--- config.mk ---
export PLATFORM = sky130hd
export DESIGN_NAME = ugrq_front
export DESIGN_NICKNAME = d
export VERILOG_FILES = /design/src/hdl/ugrq_pkg.sv /design/src/hdl/ugrq_front.sv
export SDC_FILE = /design/constraint.sdc
export NUM_CORES = 1
export LEC_CHECK = 0
export ABC_CLOCK_PERIOD_IN_PS = 5720
export BUFFER_PORTS_ARGS = -buffer_cell sky130_fd_sc_hd__buf_2
export CORE_ASPECT_RATIO = 1.25
export CORE_MARGIN = 1
export CORE_UTILIZATION = 46
export CTS_CLUSTER_SIZE = 12
export DETAILED_ROUTE_END_ITERATION = 10
export PLACE_DENSITY = 0.66
export SYNTH_ARGS = -nofsm -noshare
export SYNTH_HDL_FRONTEND = slang
export SYNTH_SLANG_ARGS = --single-unit
--- constraint.sdc ---
create_clock -name clk_i -period 5.72 [get_ports clk_i]
set_input_delay 1.144 -clock clk_i [delete_from_list [all_inputs] [get_ports clk_i]]
set_output_delay 1.144 -clock clk_i [all_outputs]
set_load 0.03 [all_outputs]
--- src/hdl/ugrq_pkg.sv ---
`default_nettype none
package ugrq_pkg;

  localparam int MAX_POINTS = 4096;
  localparam int MAX_CELLS  = 1024;
  localparam int HIT_LIMIT  = 32;

  localparam int PT_AW   = $clog2(MAX_POINTS);
  localparam int PT_CW   = PT_AW + 1;
  localparam int CELL_AW = $clog2(MAX_CELLS);
  localparam int CELL_W  = 12;
  localparam int BND_W   = 27;

  localparam logic [PT_CW-1:0] END_LINK = '1;

  localparam logic [2:0] CFG_GRID_COLS  = 3'd0;
  localparam logic [2:0] CFG_GRID_ROWS  = 3'd1;
  localparam logic [2:0] CFG_ORIGIN_X   = 3'd2;
  localparam logic [2:0] CFG_ORIGIN_Z   = 3'd3;
  localparam logic [2:0] CFG_CELL_SHIFT = 3'd4;

  localparam logic [5:0] DEFAULT_GRID = 6'd16;

  typedef enum logic [1:0] {
    REQ_REGISTER = 2'd0,
    REQ_QUERY    = 2'd1,
    REQ_CLEAR    = 2'd2,
    REQ_UNUSED   = 2'd3
  } req_kind_e;

  typedef enum logic [1:0] {
    STATUS_CELL    = 2'd0,
    STATUS_OUTSIDE = 2'd1,
    STATUS_FULL    = 2'd2
  } status_e;

  typedef struct packed {
    req_kind_e          kind;
    logic signed [31:0] id;
    logic signed [23:0] x;
    logic signed [23:0] z;
    logic [47:0]        rsq;
    logic [5:0]         lim;
  } req_t;

  typedef struct packed {
    status_e            status;
    logic               hit_valid;
    logic signed [31:0] hit_id;
    logic [5:0]         hit_count;
    logic               last;
  } res_t;

  typedef struct packed {
    logic [5:0]         cols;
    logic [5:0]         rows;
    logic signed [23:0] origin_x;
    logic signed [23:0] origin_z;
    logic [4:0]         shift;
  } cfg_t;

  // Division by a power of two that truncates toward zero.
  function automatic logic signed [BND_W-1:0] div_trunc(input logic signed [BND_W-1:0] d,
                                                        input logic [4:0] sh);
    logic [BND_W-1:0] mag;
    logic [BND_W-1:0] q;
    mag = d[BND_W-1] ? BND_W'(-d) : BND_W'(d);
    q   = mag >> sh;
    return d[BND_W-1] ? -$signed(q) : $signed(q);
  endfunction

  function automatic res_t plain_res(input status_e st);
    res_t r;
    r.status    = st;
    r.hit_valid = 1'b0;
    r.hit_id    = '0;
    r.hit_count = '0;
    r.last      = 1'b1;
    return r;
  endfunction

endpackage
`default_nettype wire

--- src/hdl/ugrq_front.sv ---
`default_nettype none
// Input queue: takes requests, drops the unused request code and clamps the hit limit.
module ugrq_front (
  input  wire logic               clk_i,
  input  wire logic               rst_ni,
  input  wire logic               push_i,
  output logic                    full_o,
  input  wire logic [1:0]         req_type_i,
  input  wire logic signed [31:0] obj_id_i,
  input  wire logic signed [23:0] pos_x_i,
  input  wire logic signed [23:0] pos_z_i,
  input  wire logic [47:0]        radius_sq_i,
  input  wire logic [5:0]         max_hits_i,
  output logic                    req_valid_o,
  output ugrq_pkg::req_t          req_o,
  input  wire logic               req_pop_i
);
  ugrq_pkg::req_t mem_q [4];
  logic [1:0] wptr_q, rptr_q;
  logic [2:0] cnt_q;
  logic       wr, rd;
  ugrq_pkg::req_t item;

  assign full_o      = (cnt_q == 3'd4);
  assign req_valid_o = (cnt_q != 3'd0);
  assign req_o       = mem_q[rptr_q];
  assign rd          = req_pop_i && req_valid_o;
  assign wr          = push_i && !full_o && (req_type_i != ugrq_pkg::REQ_UNUSED);

  always_comb begin
    item.kind = ugrq_pkg::req_kind_e'(req_type_i);
    item.id   = obj_id_i;
    item.x    = pos_x_i;
    item.z    = pos_z_i;
    item.rsq  = radius_sq_i;
    item.lim  = (max_hits_i > 6'(ugrq_pkg::HIT_LIMIT)) ? 6'(ugrq_pkg::HIT_LIMIT) : max_hits_i;
  end

  always_ff @(posedge clk_i) begin
    if (wr) begin
      mem_q[wptr_q] <= item;
    end
  end

  always_ff @(posedge clk_i or negedge rst_ni) begin
    if (!rst_ni) begin
      wptr_q <= '0;
      rptr_q <= '0;
      cnt_q  <= '0;
    end else begin
      if (wr) wptr_q <= wptr_q + 2'd1;
      if (rd) rptr_q <= rptr_q + 2'd1;
      cnt_q <= cnt_q + 3'(wr) - 3'(rd);
    end
  end
endmodule
`default_nettype wire

# == Word-level counts from Yosys, hierarchy flattened ==
# Memory sizes are Yosys's and may differ from the RTL's.
# Cells that the tools add are included.
# totals
word_cells,19
reg_bits,7
inputBits,140
memories,1
mem_bits_rw,544
# mem_list
name,depth,word_bits,read_ports,rd_clocked_by_memory_dff,write_ports,line,text
mem_q,4,136,1,0,1,ugrq_front.sv:18,ugrq_pkg::req_t mem_q [4];
# op_classes
reduce_logical,5
n_lt_le_gt_ge,1
n_eq_ne,2
add_sub_neg,4
muxes,3
# ops
operator,count
> comparator 6 bit (second input constant),1
two-way mux 6 bit,1
adder 2 x 1 -> 2 bit (second input constant),2
adder 3 x 1 -> 3 bit,1
== test 3 bit (second input constant),1
logical AND 1 bit,3
nonzero test 3 bit,1
subtractor 3 x 1 -> 3 bit,1
two-way mux 1 bit,2
inequality test 2 bit (second input constant),1
logical NOT 1 bit,1

# == Depth between registers and ports, before layout ==
# logic_depth
word_depth,6
mapped_depth,10

# == Worst setup path after synthesis ==
# OpenSTA, ideal clock, no wires.
# synth_path
kind,input -> register
from,in req_type_i[0]
to,mem mem_q[2][0] (netlist name) (enable)
path_stages,2
t_arrival_ps,4696
path_buffers,0
slack_ps,513
cell_sequence,a211oi_2 -> and2_1
# synth_between
elab_chain_len,4
# synth_rtl
element,line,text
"start, declared",ugrq_front.sv:8,"input wire logic [1:0] req_type_i,"
inequality test 2 bit,ugrq_front.sv:28,assign wr = push_i && !full_o && (req_type_i != ugrq_pkg::REQ_UNUSED);
logical AND 1 bit,ugrq_front.sv:28,
two-way mux 1 bit,ugrq_front.sv:40,if (wr) begin
two-way mux 1 bit (not written as such),ugrq_front.sv:41,mem_q[wptr_q] <= item;
"end, declared",ugrq_front.sv:18,
# Every way passes these cells.

==> impl_metrics.csv <==
group,metric,value,unit
clock_network,post_cts_buffers,0,
synthesis,synth.avg_cell_area,26.8,um2
setup_path,worst_path_largest_cell_delay,1.02,ns
clock_network,cts_max_path_buffers,3,
timing,tns,0,ns
global_routing,grt_max_degree,91,
clock_network,clk_pin_slew,0.06,ns
global_routing,grt_use_met1,0.235,
routing,drt.antenna.violating_nets,0,
timing,period_minus_slack,4.15,ns
synthesis,ys.warnings.count,0,
die,pin_count,278,
global_routing,grt_pass1_wl,57.9,mm
global_routing,antenna_found_initial,7,
synthesis,synth-seq-cells,551,
setup_path,slowest_stage,"dfrtp_4",
clock_network,cts_resized,0,
min_path,min_path_type,"primary input to async pin",
synthesis,syn_inst,753,
die,rows,85,
die,core_area,43200,um2
cells_and_area,finalNetCount,1220,
global_routing,grt_usage,0.174,
outcome,outcome,"complete, no violations",
setup_path,end_kind,"primary output",
placed_design,dpl.hpwl,23.0,mm
power,ir_drop,0.402,mV
cells_and_area,post_layout_nonfiller_instances,1667,
global_routing,gr-total-overflow,0,
timing,clock.fmax,241,MHz
die,start_util,0.468,
timing,finalHoldViolCount,0,
routing,drc,0,
power,p_leak,7.97,nW
clock_network,cts_inserted_buffers,53,
setup_path,worstPathMaxFanout,65,
timing,period_share,0.725,
routing,wire_per_inst,23.1,um
placed_design,dpl.cell_count,1583,
setup_path,r2r-end,"mem_q[2][107]",
setup_path,timing.critical_path.buf_inv,2,
cells_and_area,area_delta_synth_final,17.0,%
timing,final_max_slew_viol_count,0,
setup_path,reg2reg_depth,4,
cells_and_area,mostFrequentLayoutCells,"544 x edfxtp_1, 277 x buf_2, 136 x mux4_2",
die,die_area,44800,um2
synthesis,synth_area,20200,um2
clock_network,tritoncts,"yes",
die,die_w,189,um
run,drv_cap,0,
clock_network,clock-sinks,551,
cells_and_area,layout_commonest_cell,"edfxtp_1",
cells_and_area,drive_gt1_frac,0.455,
setup_path,worst-setup-path-type,"flop to primary output",
setup_path,cp_cell_sequence,"buf_12, mux4_2, buf_2",
timing,rsz0062_at_grt,"false",
setup_path,required,4.58,ns
timing,maxSlewHeadroom,0.330,
power,powerDensity,535,nW/um2
routing,via_count,8922,
timing,skew,0.0143,ns
global_routing,grt_pass1_vias,9385,
cells_and_area,fillers,3337,
placed_design,place_congestion,0.695,
setup_path,timing.reg2reg.setup_slack,2.86,ns
global_routing,use_met2,0.280,
setup_path,critPathTopFamily,"flip-flops",
synthesis,yosys.cell_types.count,22,
global_routing,gr-usage-met3,0.0443,
timing,finalSetupViolations,0,
routing,drt_pass1_iterations,4,
setup_path,worstSetupStartpointType,"flop",
routing,drt_iter0_drc,529,
synthesis,synth_nets,900,
clock_network,cts-root-buf,"clkbuf_16",
routing,drt_wl_total,38.5,mm
clock_network,ctsHoldBuffers,0,
setup_path,reg2reg_from,"cnt_q[2]",
clock_network,htree_num_levels,2,
placed_design,port_buffers,277,
timing,worstMarginPinSlew,1.00,ns
die,dieHeight,236,um
routing,via_per_inst,5.35,
synthesis,ys_seq_area_frac,0.817,
global_routing,grt.busiest_layer,"met2",
clock_network,clk_latency,0.56,ns
setup_path,worstPathArrival,3.00,ns
[area by class of cell]
cell class	count	area, um2	area share
flip-flops and latches	551	16500	0.699
diodes	5	12.5	0.000529
clock buffers	73	1440	0.0611
inverters	7	26.3	0.00111
clock inverters	6	33.8	0.00143
repair buffers	297	1570	0.0666
well taps	565	707	0.0299
multi-input cells	163	3320	0.140
[logic make-up (layout without fill, tap and decap cells)]
group                      after synthesis  after routing  synth area share
other                                    0              5                 0
buffers and inverters                   39            383            0.0188
DFF                                    551            551             0.817
muxes                                  137            137             0.152
xor gates and xnor gates                 5              5           0.00217
adders and majority gates                7              7           0.00471
and+or+nand+nor                         12             12           0.00365
AOI/OAI and AO/OA                        2              2           0.00105
[where the power goes]
group | internal (mW) | switching, mW
Sequential | 5.14 | 0.324
Clock | 1.73 | 1.34
Combinational | 1.52 | 2.60
Total | 8.39 | 4.27
[synthesized netlist by cell type]
cell type	instances	area share
buf_2	14	0.0035
mux4_2	136	0.15
fa_1	1	0.00099
inv_1	7	0.0013
o31a_1	1	0.00043
ha_1	6	0.0037
nor3b_1	1	0.00037
xnor2_1	4	0.0017
edfxtp_1	544	0.81
nor2b_1	5	0.0015
clkbuf_1	2	0.00037
nand2_1	1	0.00019
buf_6	3	0.0017
or3_1	1	0.00031
buf_8	1	0.00074
xor2_1	1	0.00043
buf_12	11	0.011
mux2_2	1	0.00056
a211oi_2	1	0.00062
and2_1	4	0.0012
buf_4	1	0.00037
dfrtp_1	7	0.0087
[per-layer routing]
layer,wire length [um],share of wire,vias to the layer above
met2,19200,0.50,270
met1,16000,0.41,4694
met5,37,0.00096,-
li1,-,-,3883
met3,2510,0.065,69
met4,826,0.021,6
[stage by stage]
step           utilization  total power, mW  instance area, um2  setup slack, ns  hold WS [ns]
3_3_place_gp         0.513             9.74               22100             2.04         0.541
5_1_grt              0.547             13.2               23600             1.31         0.391
2_1_floorplan            -             8.74               20200            0.513         0.518
3_5_place_dp         0.513             9.78               22100             2.07         0.562
6_report             0.547             12.7               23600             1.57         0.416
4_1_cts              0.547             12.9               23600             1.45         0.381
[worst max path at each step]
stage,start,to,slack [ns],cells past startpoint
5_1_grt,rptr_q[0],req_o[1],1.31,3
3_3_place_gp,req_type_i[0],mem_q[3][81],2.04,4
6_report,rptr_q[0],req_o[106],1.57,3
3_5_place_dp,rptr_q[0],req_o[106],2.07,3
2_1_floorplan,req_type_i[0],mem_q[2][0],0.51,2
4_1_cts,rptr_q[0],req_o[106],1.45,3
[state kept, by name, summed over array words and instances, names as in the netlist]
name	flops
wptr_q	2
rptr_q	2
mem_q	544
cnt_q	3
No activity file was read; power rests on OpenSTA's default activity.
