===== config.mk =====
export PLATFORM = sky130hd
export DESIGN_NAME = ugrq_res_queue
export DESIGN_NICKNAME = d
export VERILOG_FILES = /design/src/hdl/ugrq_pkg.sv /design/src/hdl/ugrq_res_queue.sv
export SDC_FILE = /design/constraint.sdc
export NUM_CORES = 1
export LEC_CHECK = 0
export BUFFER_PORTS_ARGS = -buffer_cell sky130_fd_sc_hd__buf_2
export CORE_MARGIN = 2
export CORE_UTILIZATION = 60
export DETAILED_ROUTE_END_ITERATION = 10
export GPL_TIMING_DRIVEN = 1
export HOLD_SLACK_MARGIN = 0.06
export PLACE_DENSITY = 0.81
export SYNTH_ARGS = -nofsm -noshare
export SYNTH_HDL_FRONTEND = slang
export SYNTH_SLANG_ARGS = --single-unit
export TNS_END_PERCENT = 50

===== constraint.sdc =====
create_clock -name clk_i -period 3.8 [get_ports clk_i]
set_input_delay 0.19 -clock clk_i [delete_from_list [all_inputs] [get_ports clk_i]]
set_output_delay 0.19 -clock clk_i [all_outputs]
set_load 0.02 [all_outputs]

===== src/hdl/ugrq_pkg.sv =====
`default_nettype none
package ugrq_pkg;

  localparam int MAX_POINTS = 4096;
  localparam int MAX_CELLS  = 1024;
  localparam int HIT_LIMIT  = 32;

  localparam int PT_AW   = $clog2(MAX_POINTS);
  localparam int PT_CW   = PT_AW + 1;
  localparam int CELL_AW = $clog2(MAX_CELLS);
  localparam int CELL_W  = 12;
  localparam int BND_W   = 27;

  localparam logic [PT_CW-1:0] END_LINK = '1;

  localparam logic [2:0] CFG_GRID_COLS  = 3'd0;
  localparam logic [2:0] CFG_GRID_ROWS  = 3'd1;
  localparam logic [2:0] CFG_ORIGIN_X   = 3'd2;
  localparam logic [2:0] CFG_ORIGIN_Z   = 3'd3;
  localparam logic [2:0] CFG_CELL_SHIFT = 3'd4;

  localparam logic [5:0] DEFAULT_GRID = 6'd16;

  typedef enum logic [1:0] {
    REQ_REGISTER = 2'd0,
    REQ_QUERY    = 2'd1,
    REQ_CLEAR    = 2'd2,
    REQ_UNUSED   = 2'd3
  } req_kind_e;

  typedef enum logic [1:0] {
    STATUS_CELL    = 2'd0,
    STATUS_OUTSIDE = 2'd1,
    STATUS_FULL    = 2'd2
  } status_e;

  typedef struct packed {
    req_kind_e          kind;
    logic signed [31:0] id;
    logic signed [23:0] x;
    logic signed [23:0] z;
    logic [47:0]        rsq;
    logic [5:0]         lim;
  } req_t;

  typedef struct packed {
    status_e            status;
    logic               hit_valid;
    logic signed [31:0] hit_id;
    logic [5:0]         hit_count;
    logic               last;
  } res_t;

  typedef struct packed {
    logic [5:0]         cols;
    logic [5:0]         rows;
    logic signed [23:0] origin_x;
    logic signed [23:0] origin_z;
    logic [4:0]         shift;
  } cfg_t;

  // Division by a power of two that truncates toward zero.
  function automatic logic signed [BND_W-1:0] div_trunc(input logic signed [BND_W-1:0] d,
                                                        input logic [4:0] sh);
    logic [BND_W-1:0] mag;
    logic [BND_W-1:0] q;
    mag = d[BND_W-1] ? BND_W'(-d) : BND_W'(d);
    q   = mag >> sh;
    return d[BND_W-1] ? -$signed(q) : $signed(q);
  endfunction

  function automatic res_t plain_res(input status_e st);
    res_t r;
    r.status    = st;
    r.hit_valid = 1'b0;
    r.hit_id    = '0;
    r.hit_count = '0;
    r.last      = 1'b1;
    return r;
  endfunction

endpackage
`default_nettype wire


===== src/hdl/ugrq_res_queue.sv =====
`default_nettype none
// Result queue between the sequencer and the output port.
module ugrq_res_queue (
  input  wire logic           clk_i,
  input  wire logic           rst_ni,
  input  wire logic           in_valid_i,
  input  wire ugrq_pkg::res_t in_i,
  output logic                in_ready_o,
  output logic                empty_o,
  output ugrq_pkg::res_t      out_o,
  input  wire logic           pop_i
);
  ugrq_pkg::res_t mem_q [4];
  logic [1:0] wptr_q, rptr_q;
  logic [2:0] cnt_q;
  logic       wr, rd;

  assign in_ready_o = (cnt_q != 3'd4);
  assign empty_o    = (cnt_q == 3'd0);
  assign out_o      = mem_q[rptr_q];
  assign wr         = in_valid_i && in_ready_o;
  assign rd         = pop_i && !empty_o;

  always_ff @(posedge clk_i) begin
    if (wr) begin
      mem_q[wptr_q] <= in_i;
    end
  end

  always_ff @(posedge clk_i or negedge rst_ni) begin
    if (!rst_ni) begin
      wptr_q <= '0;
      rptr_q <= '0;
      cnt_q  <= '0;
    end else begin
      if (wr) wptr_q <= wptr_q + 2'd1;
      if (rd) rptr_q <= rptr_q + 2'd1;
      cnt_q <= cnt_q + 3'(wr) - 3'(rd);
    end
  end
endmodule
`default_nettype wire


## After elaboration in Yosys (flattened, before gate mapping)

Memory sizes are Yosys's and may differ from the RTL's.
Cells that the tools add are included.

- Add/subtract/negate cells: 4
- Reduce and logical (&&, ||, !) cells: 4
- Muxes and demuxes: 2
- Equal/unequal tests: 1

Operators with widths:

| operator | count |
|---|---|
| 2-bit by 1-bit adder with 2-bit output (second input constant) | 2 |
| 3-bit by 1-bit adder with 3-bit output | 1 |
| 3-bit zero test | 1 |
| 3-bit inequality test (second input constant) | 1 |
| 3-bit by 1-bit subtractor with 3-bit output | 1 |
| 1-bit logical AND | 2 |
| 1-bit two-way mux | 2 |
| 1-bit zero test | 1 |

- Input bits: 46
- Logic and storage cells: 15
- RAM bits: 168
- Memories: 1
- Bits in registers: 7

Memory list:

| memory | depth | width | rd ports | clocked after Yosys merged registers in | wr ports | line | RTL |
|---|---|---|---|---|---|---|---|
| mem_q | 4 | 42 | 1 | 0 | 1 | ugrq_res_queue.sv:13 | `ugrq_pkg::res_t mem_q [4];` |

## Logic depth before layout (Yosys ltp)

- Word-level depth: 4
- Gate-level depth with buffers: 9
- Mapped depth without buffers: 9

## Least setup slack after synthesis

OpenSTA, ideal clock, no wires.

- Path type: register to register
- Start point: register cnt_q[2]
- End point: memory mem_q[0][0] (netlist name) (enable)
- Cell stages (with the launch flop): 3
- Required time: 3.396 ns
- Clock period less this slack: 2.155 ns
- Path slack: 1.645 ns
- Arrival: 1.751 ns
- Setup time: 0.404 ns
- Path through: dfrtp_1 > nor3b_2 > and3b_1

- Word-level cells in the longest chain between the ends: 4

Ends and longest elaborated chain:

| element | line | RTL |
|---|---|---|
| start: declaration | ugrq_res_queue.sv:15 | `logic [2:0] cnt_q;` |
| start signal: assignment | ugrq_res_queue.sv:38 | `cnt_q <= cnt_q + 3'(wr) - 3'(rd);` |
| 3-bit inequality test | ugrq_res_queue.sv:18 | `assign in_ready_o = (cnt_q != 3'd4);` |
| 1-bit logical AND | ugrq_res_queue.sv:21 | `assign wr = in_valid_i && in_ready_o;` |
| 1-bit two-way mux | ugrq_res_queue.sv:25 | `if (wr) begin` |
| 1-bit two-way mux (implied by the code) | ugrq_res_queue.sv:26 | `mem_q[wptr_q] <= in_i;` |
| end: declaration | ugrq_res_queue.sv:13 |  |

No other way between the ends.

==> results.env <==
SYNTH_SEQUENTIAL_AREA_RATIO=0.792
WORST_PIN_SLEW_NS=1.11
OVERALL_ROUTED_NET_LENGTH_UM=11100
SYNTH_EDF_COUNT=168
MAXSLEWVIOLCOUNT=0
POST_SYNTH_MUX_AREA_SHARE=0.146
CHIPWIDTH_UM=109
GRT_REMAINING_OVERFLOW=0
POWERDENSITY_nW_PER_UM2=774
GRT_PASS1_WL_UM=17100
POST-CTS-SETUP-BUFFERS=0
CRITPATHREQUIREDTIME_NS=3.61
ROWS=38
WL_MET1_UM=4400
ROOT_BUFFER='sky130_fd_sc_hd__clkbuf_8'
SYNTH_XOR_AREA_FRAC=0.00532
NUM_ANTENNA_CELLS=0
FINAL_PERIOD_MINUS_WORST_SETUP_SLACK_NS=2.61
FIN_TNS_SETUP_NS=0
CLOCK_TREE.BUFFER_DEPTH=2
DRCVIOLATIONCOUNT=0
POST-SYNTH-TOP-AREA-FRACTION=0.766
SYNTH_COMMON_CELLS='sky130_fd_sc_hd__edfxtp_1 (168), sky130_fd_sc_hd__mux4_2 (38), sky130_fd_sc_hd__dfrtp_1 (7), sky130_fd_sc_hd__inv_1 (7), sky130_fd_sc_hd__ha_1 (6)'
VIA_COUNT_OF_THE_FIRST_GLOBAL_ROUTING_PASS=3291
GRT_USE_TOTAL=0.205
TIMING.FINAL.CRIT_SHARE=0.688
DP.FINAL_HPWL_UM=6020
FINAL_ANTENNA_NET_COUNT=0
INITIAL_ANTENNA_VIOLATION_COUNT=0
INITIALDRTVIOLATIONCOUNT=148
NUMCLOCKSINKS=175
WL_MET2_UM=5970
SYNTH_FA_HA_AREA_FRAC=0.0144
COMBINATIONAL_FAMILY_WITH_THE_MOST_AREA_AFTER_SYNTHESIS='multiplexers'
POST_ROUTE_CELLS_DRIVE_ABOVE_1_SHARE=0.379
CTS.REPAIR.RESIZED=0
TIMING.HOLD.WS_NS=0.419
TOP_LAYER='met4'
TRITONCTS='yes'
FIN_WS_NS=1.19
SYNTHTOLAYOUTAREAGROWTH_PCT=23.4
DPL_WORST_SLACK_NS=1.47
FINAL_HOLD_VIOL_COUNT=0
FINISH.NET_COUNT=459
NUMBER_OF_LEVELS_IN_THE_CLOCK_H_TREE=4
YOSYSWARNINGCOUNT=0
SYN-MEAN-INSTANCE-AREA_UM2=25.1
DIE_AREA_UM2=11800
SYNTH_AREA_UM2=6590
IOPINCOUNT=90
START_KIND='register'
OUTCOME='finished clean'
IRDROPWORSTVDD_mV=0.547
POSTCTSHOLDBUFS=46
SETUP_REPAIR_AFTER_GLOBAL_ROUTING_MISSED_ITS_MARGIN='no'
POSTSYNTH.TOPFLOPCELL='sky130_fd_sc_hd__edfxtp_1'
FINALSETUPVIOLCOUNT=0
GRT_START_MAX_NET_PINS=45
DIE_H_UM=109
CLOCK_EDGE_TRANSITION_AT_THE_REGISTERS_ON_THE_REPORTED_SETUP_AND_HOLD_PATHS_NS=0.06
CRITICAL_PATH.ENDPOINT_TYPE='primary output'
DRT-WIRELENGTH-PER-CELL_UM=19.9
SYNTH-ASYNC-RESET-RATIO=0.0400
DRT-VIAS-PER-INSTANCE=5.63
SLEW_HEADROOM=0.262
TIMING.HOLD.WORST.CLASS='in -> reg'
MAX-CAP-VIOLATIONS=0
FINISH.UTILIZATION=0.753
BUFFER_PORTS.INSERTED=89
DRT_FIRST_PASS_ITERS=4
SYNTH_TOP_CELLS_BY_AREA='sky130_fd_sc_hd__edfxtp_1 (77%), sky130_fd_sc_hd__mux4_2 (13%), sky130_fd_sc_hd__dfrtp_1 (2.7%), sky130_fd_sc_hd__mux4_1 (1.6%), sky130_fd_sc_hd__buf_12 (1.2%)'
CRIT_TYPE='reg -> out'
TIMING.CRITICAL_PATH.ARRIVAL_NS=2.42
DR_WL_MET3_UM=571
POWER.STATIC_LEAKAGE_uW=0.00286
GPL.FINAL_WEIGHTED_CONGESTION=0.785
CLOCK_INSERTION_DELAY_WORST_SKEW_NS=0.52
SYNTH_NETS=315
SYNTHCELLS=262
NUM_VIAS=3145
TIMING.FMAX_MHz=382
POST-SYNTH-TOP-COUNT-CELL='sky130_fd_sc_hd__edfxtp_1'
CORE_UM2=10800
NETLIST.TOP_CELL.BY_AREA='sky130_fd_sc_hd__edfxtp_1'
SYNTHDISTINCTLIBCELLS=20
WORST_CLOCK_SKEW_NS=0.00443
NUM-FILL-CELLS=580
START_UTIL=0.610
SYNTH_SIMPLE_GATE_AREA_SHARE=0.0158
TRITONCTS.NUM_BUFFERS=17
SYNTH_COMPOUND_GATE_AREA_SHARE=0.00475
YOSYS_REGISTER_BITS=175
CRITPATHMAXFANOUT=44
[cell usage in the layout, fill, tap and decap left out, types with 5 or more instances in the layout]
| cell | count |
|---|---|
| sky130_fd_sc_hd__mux4_2 | 38 |
| sky130_fd_sc_hd__ha_1 | 6 |
| sky130_fd_sc_hd__dlygate4sd3_1 | 46 |
| sky130_fd_sc_hd__clkbuf_16 | 16 |
| sky130_fd_sc_hd__dfrtp_1 | 5 |
| sky130_fd_sc_hd__buf_2 | 89 |
| sky130_fd_sc_hd__edfxtp_1 | 168 |
| sky130_fd_sc_hd__clkinv_1 | 5 |
| sky130_fd_sc_hd__inv_1 | 7 |
[logic make-up after synthesis]
| logic type | Yosys count |
|---|---|
| AO/OA/AOI/OAI | 4 |
| XOR/XNOR | 4 |
| adder cells (fa/ha/maj) | 7 |
| buffers and inverters | 17 |
| flip-flops | 175 |
| multiplexers | 42 |
| AND/OR/NAND/NOR | 13 |
[critical path, cell delays in order, from the launching register on]
cell                      delay (ns)
sky130_fd_sc_hd__dfrtp_4        1.00
sky130_fd_sc_hd__mux4_1         0.70
sky130_fd_sc_hd__buf_2          0.19
[flip-flops by register name, indices dropped and copies added, names as in the netlist]
| signal | flops |
|---|---|
| mem_q | 168 |
| wptr_q | 2 |
| cnt_q | 3 |
| rptr_q | 2 |
[worst paths after layout]
check | startpoint | end | slack, ns | cells after the start
setup reg to reg | cnt_q[1] | cnt_q[2] | 1.45 | 9
min in group asynchronous | rst_ni | cnt_q[0] | 0.63 | 3
hold reg to reg | wptr_q[1] | wptr_q[1] | 0.64 | 2
max in group asynchronous | rst_ni | rptr_q[0] | 2.89 | 3
hold / removal | in_i[4] | mem_q[1][4] | 0.42 | 2
setup / recovery | rptr_q[0] | out_o[40] | 1.19 | 2
[area by class of cell]
class                           count  area, um2  share of cell area
Timing Repair Buffer              135        906               0.111
Sequential cell                   175       5230               0.643
Clock buffer                       19        422              0.0519
Multi-Input combinational cell     70       1230               0.151
Tap cell                          140        175              0.0215
Clock inverter                     13        146              0.0180
Inverter                            7       26.3             0.00323
[through the flow]
stage,cell area (um2),std cells,total power (uW)
after CTS,8130,559,6370
after floorplan,6590,262,4190
after detailed placement,7100,481,4690
after global placement,7100,481,4640
final,8130,559,6290
after global routing,8130,559,6600
[power by group]
| part | switching [uW] | total [uW] | internal [uW] |
|---|---|---|---|
| Combinational | 926 | 1740 | 814 |
| Clock | 647 | 1640 | 989 |
| Sequential | 355 | 2920 | 2560 |
| Total | 1930 | 6290 | 4360 |
[routing by layer]
| metal | track usage | vias to the layer above |
|---|---|---|
| met4 | 0.0833 | 0 |
| met2 | 0.340 | 101 |
| met1 | 0.259 | 1628 |
| li1 | - | 1401 |
| met3 | 0.0592 | 15 |
| met5 | 0 | - |
No activity file was read; power rests on OpenSTA's default activity.
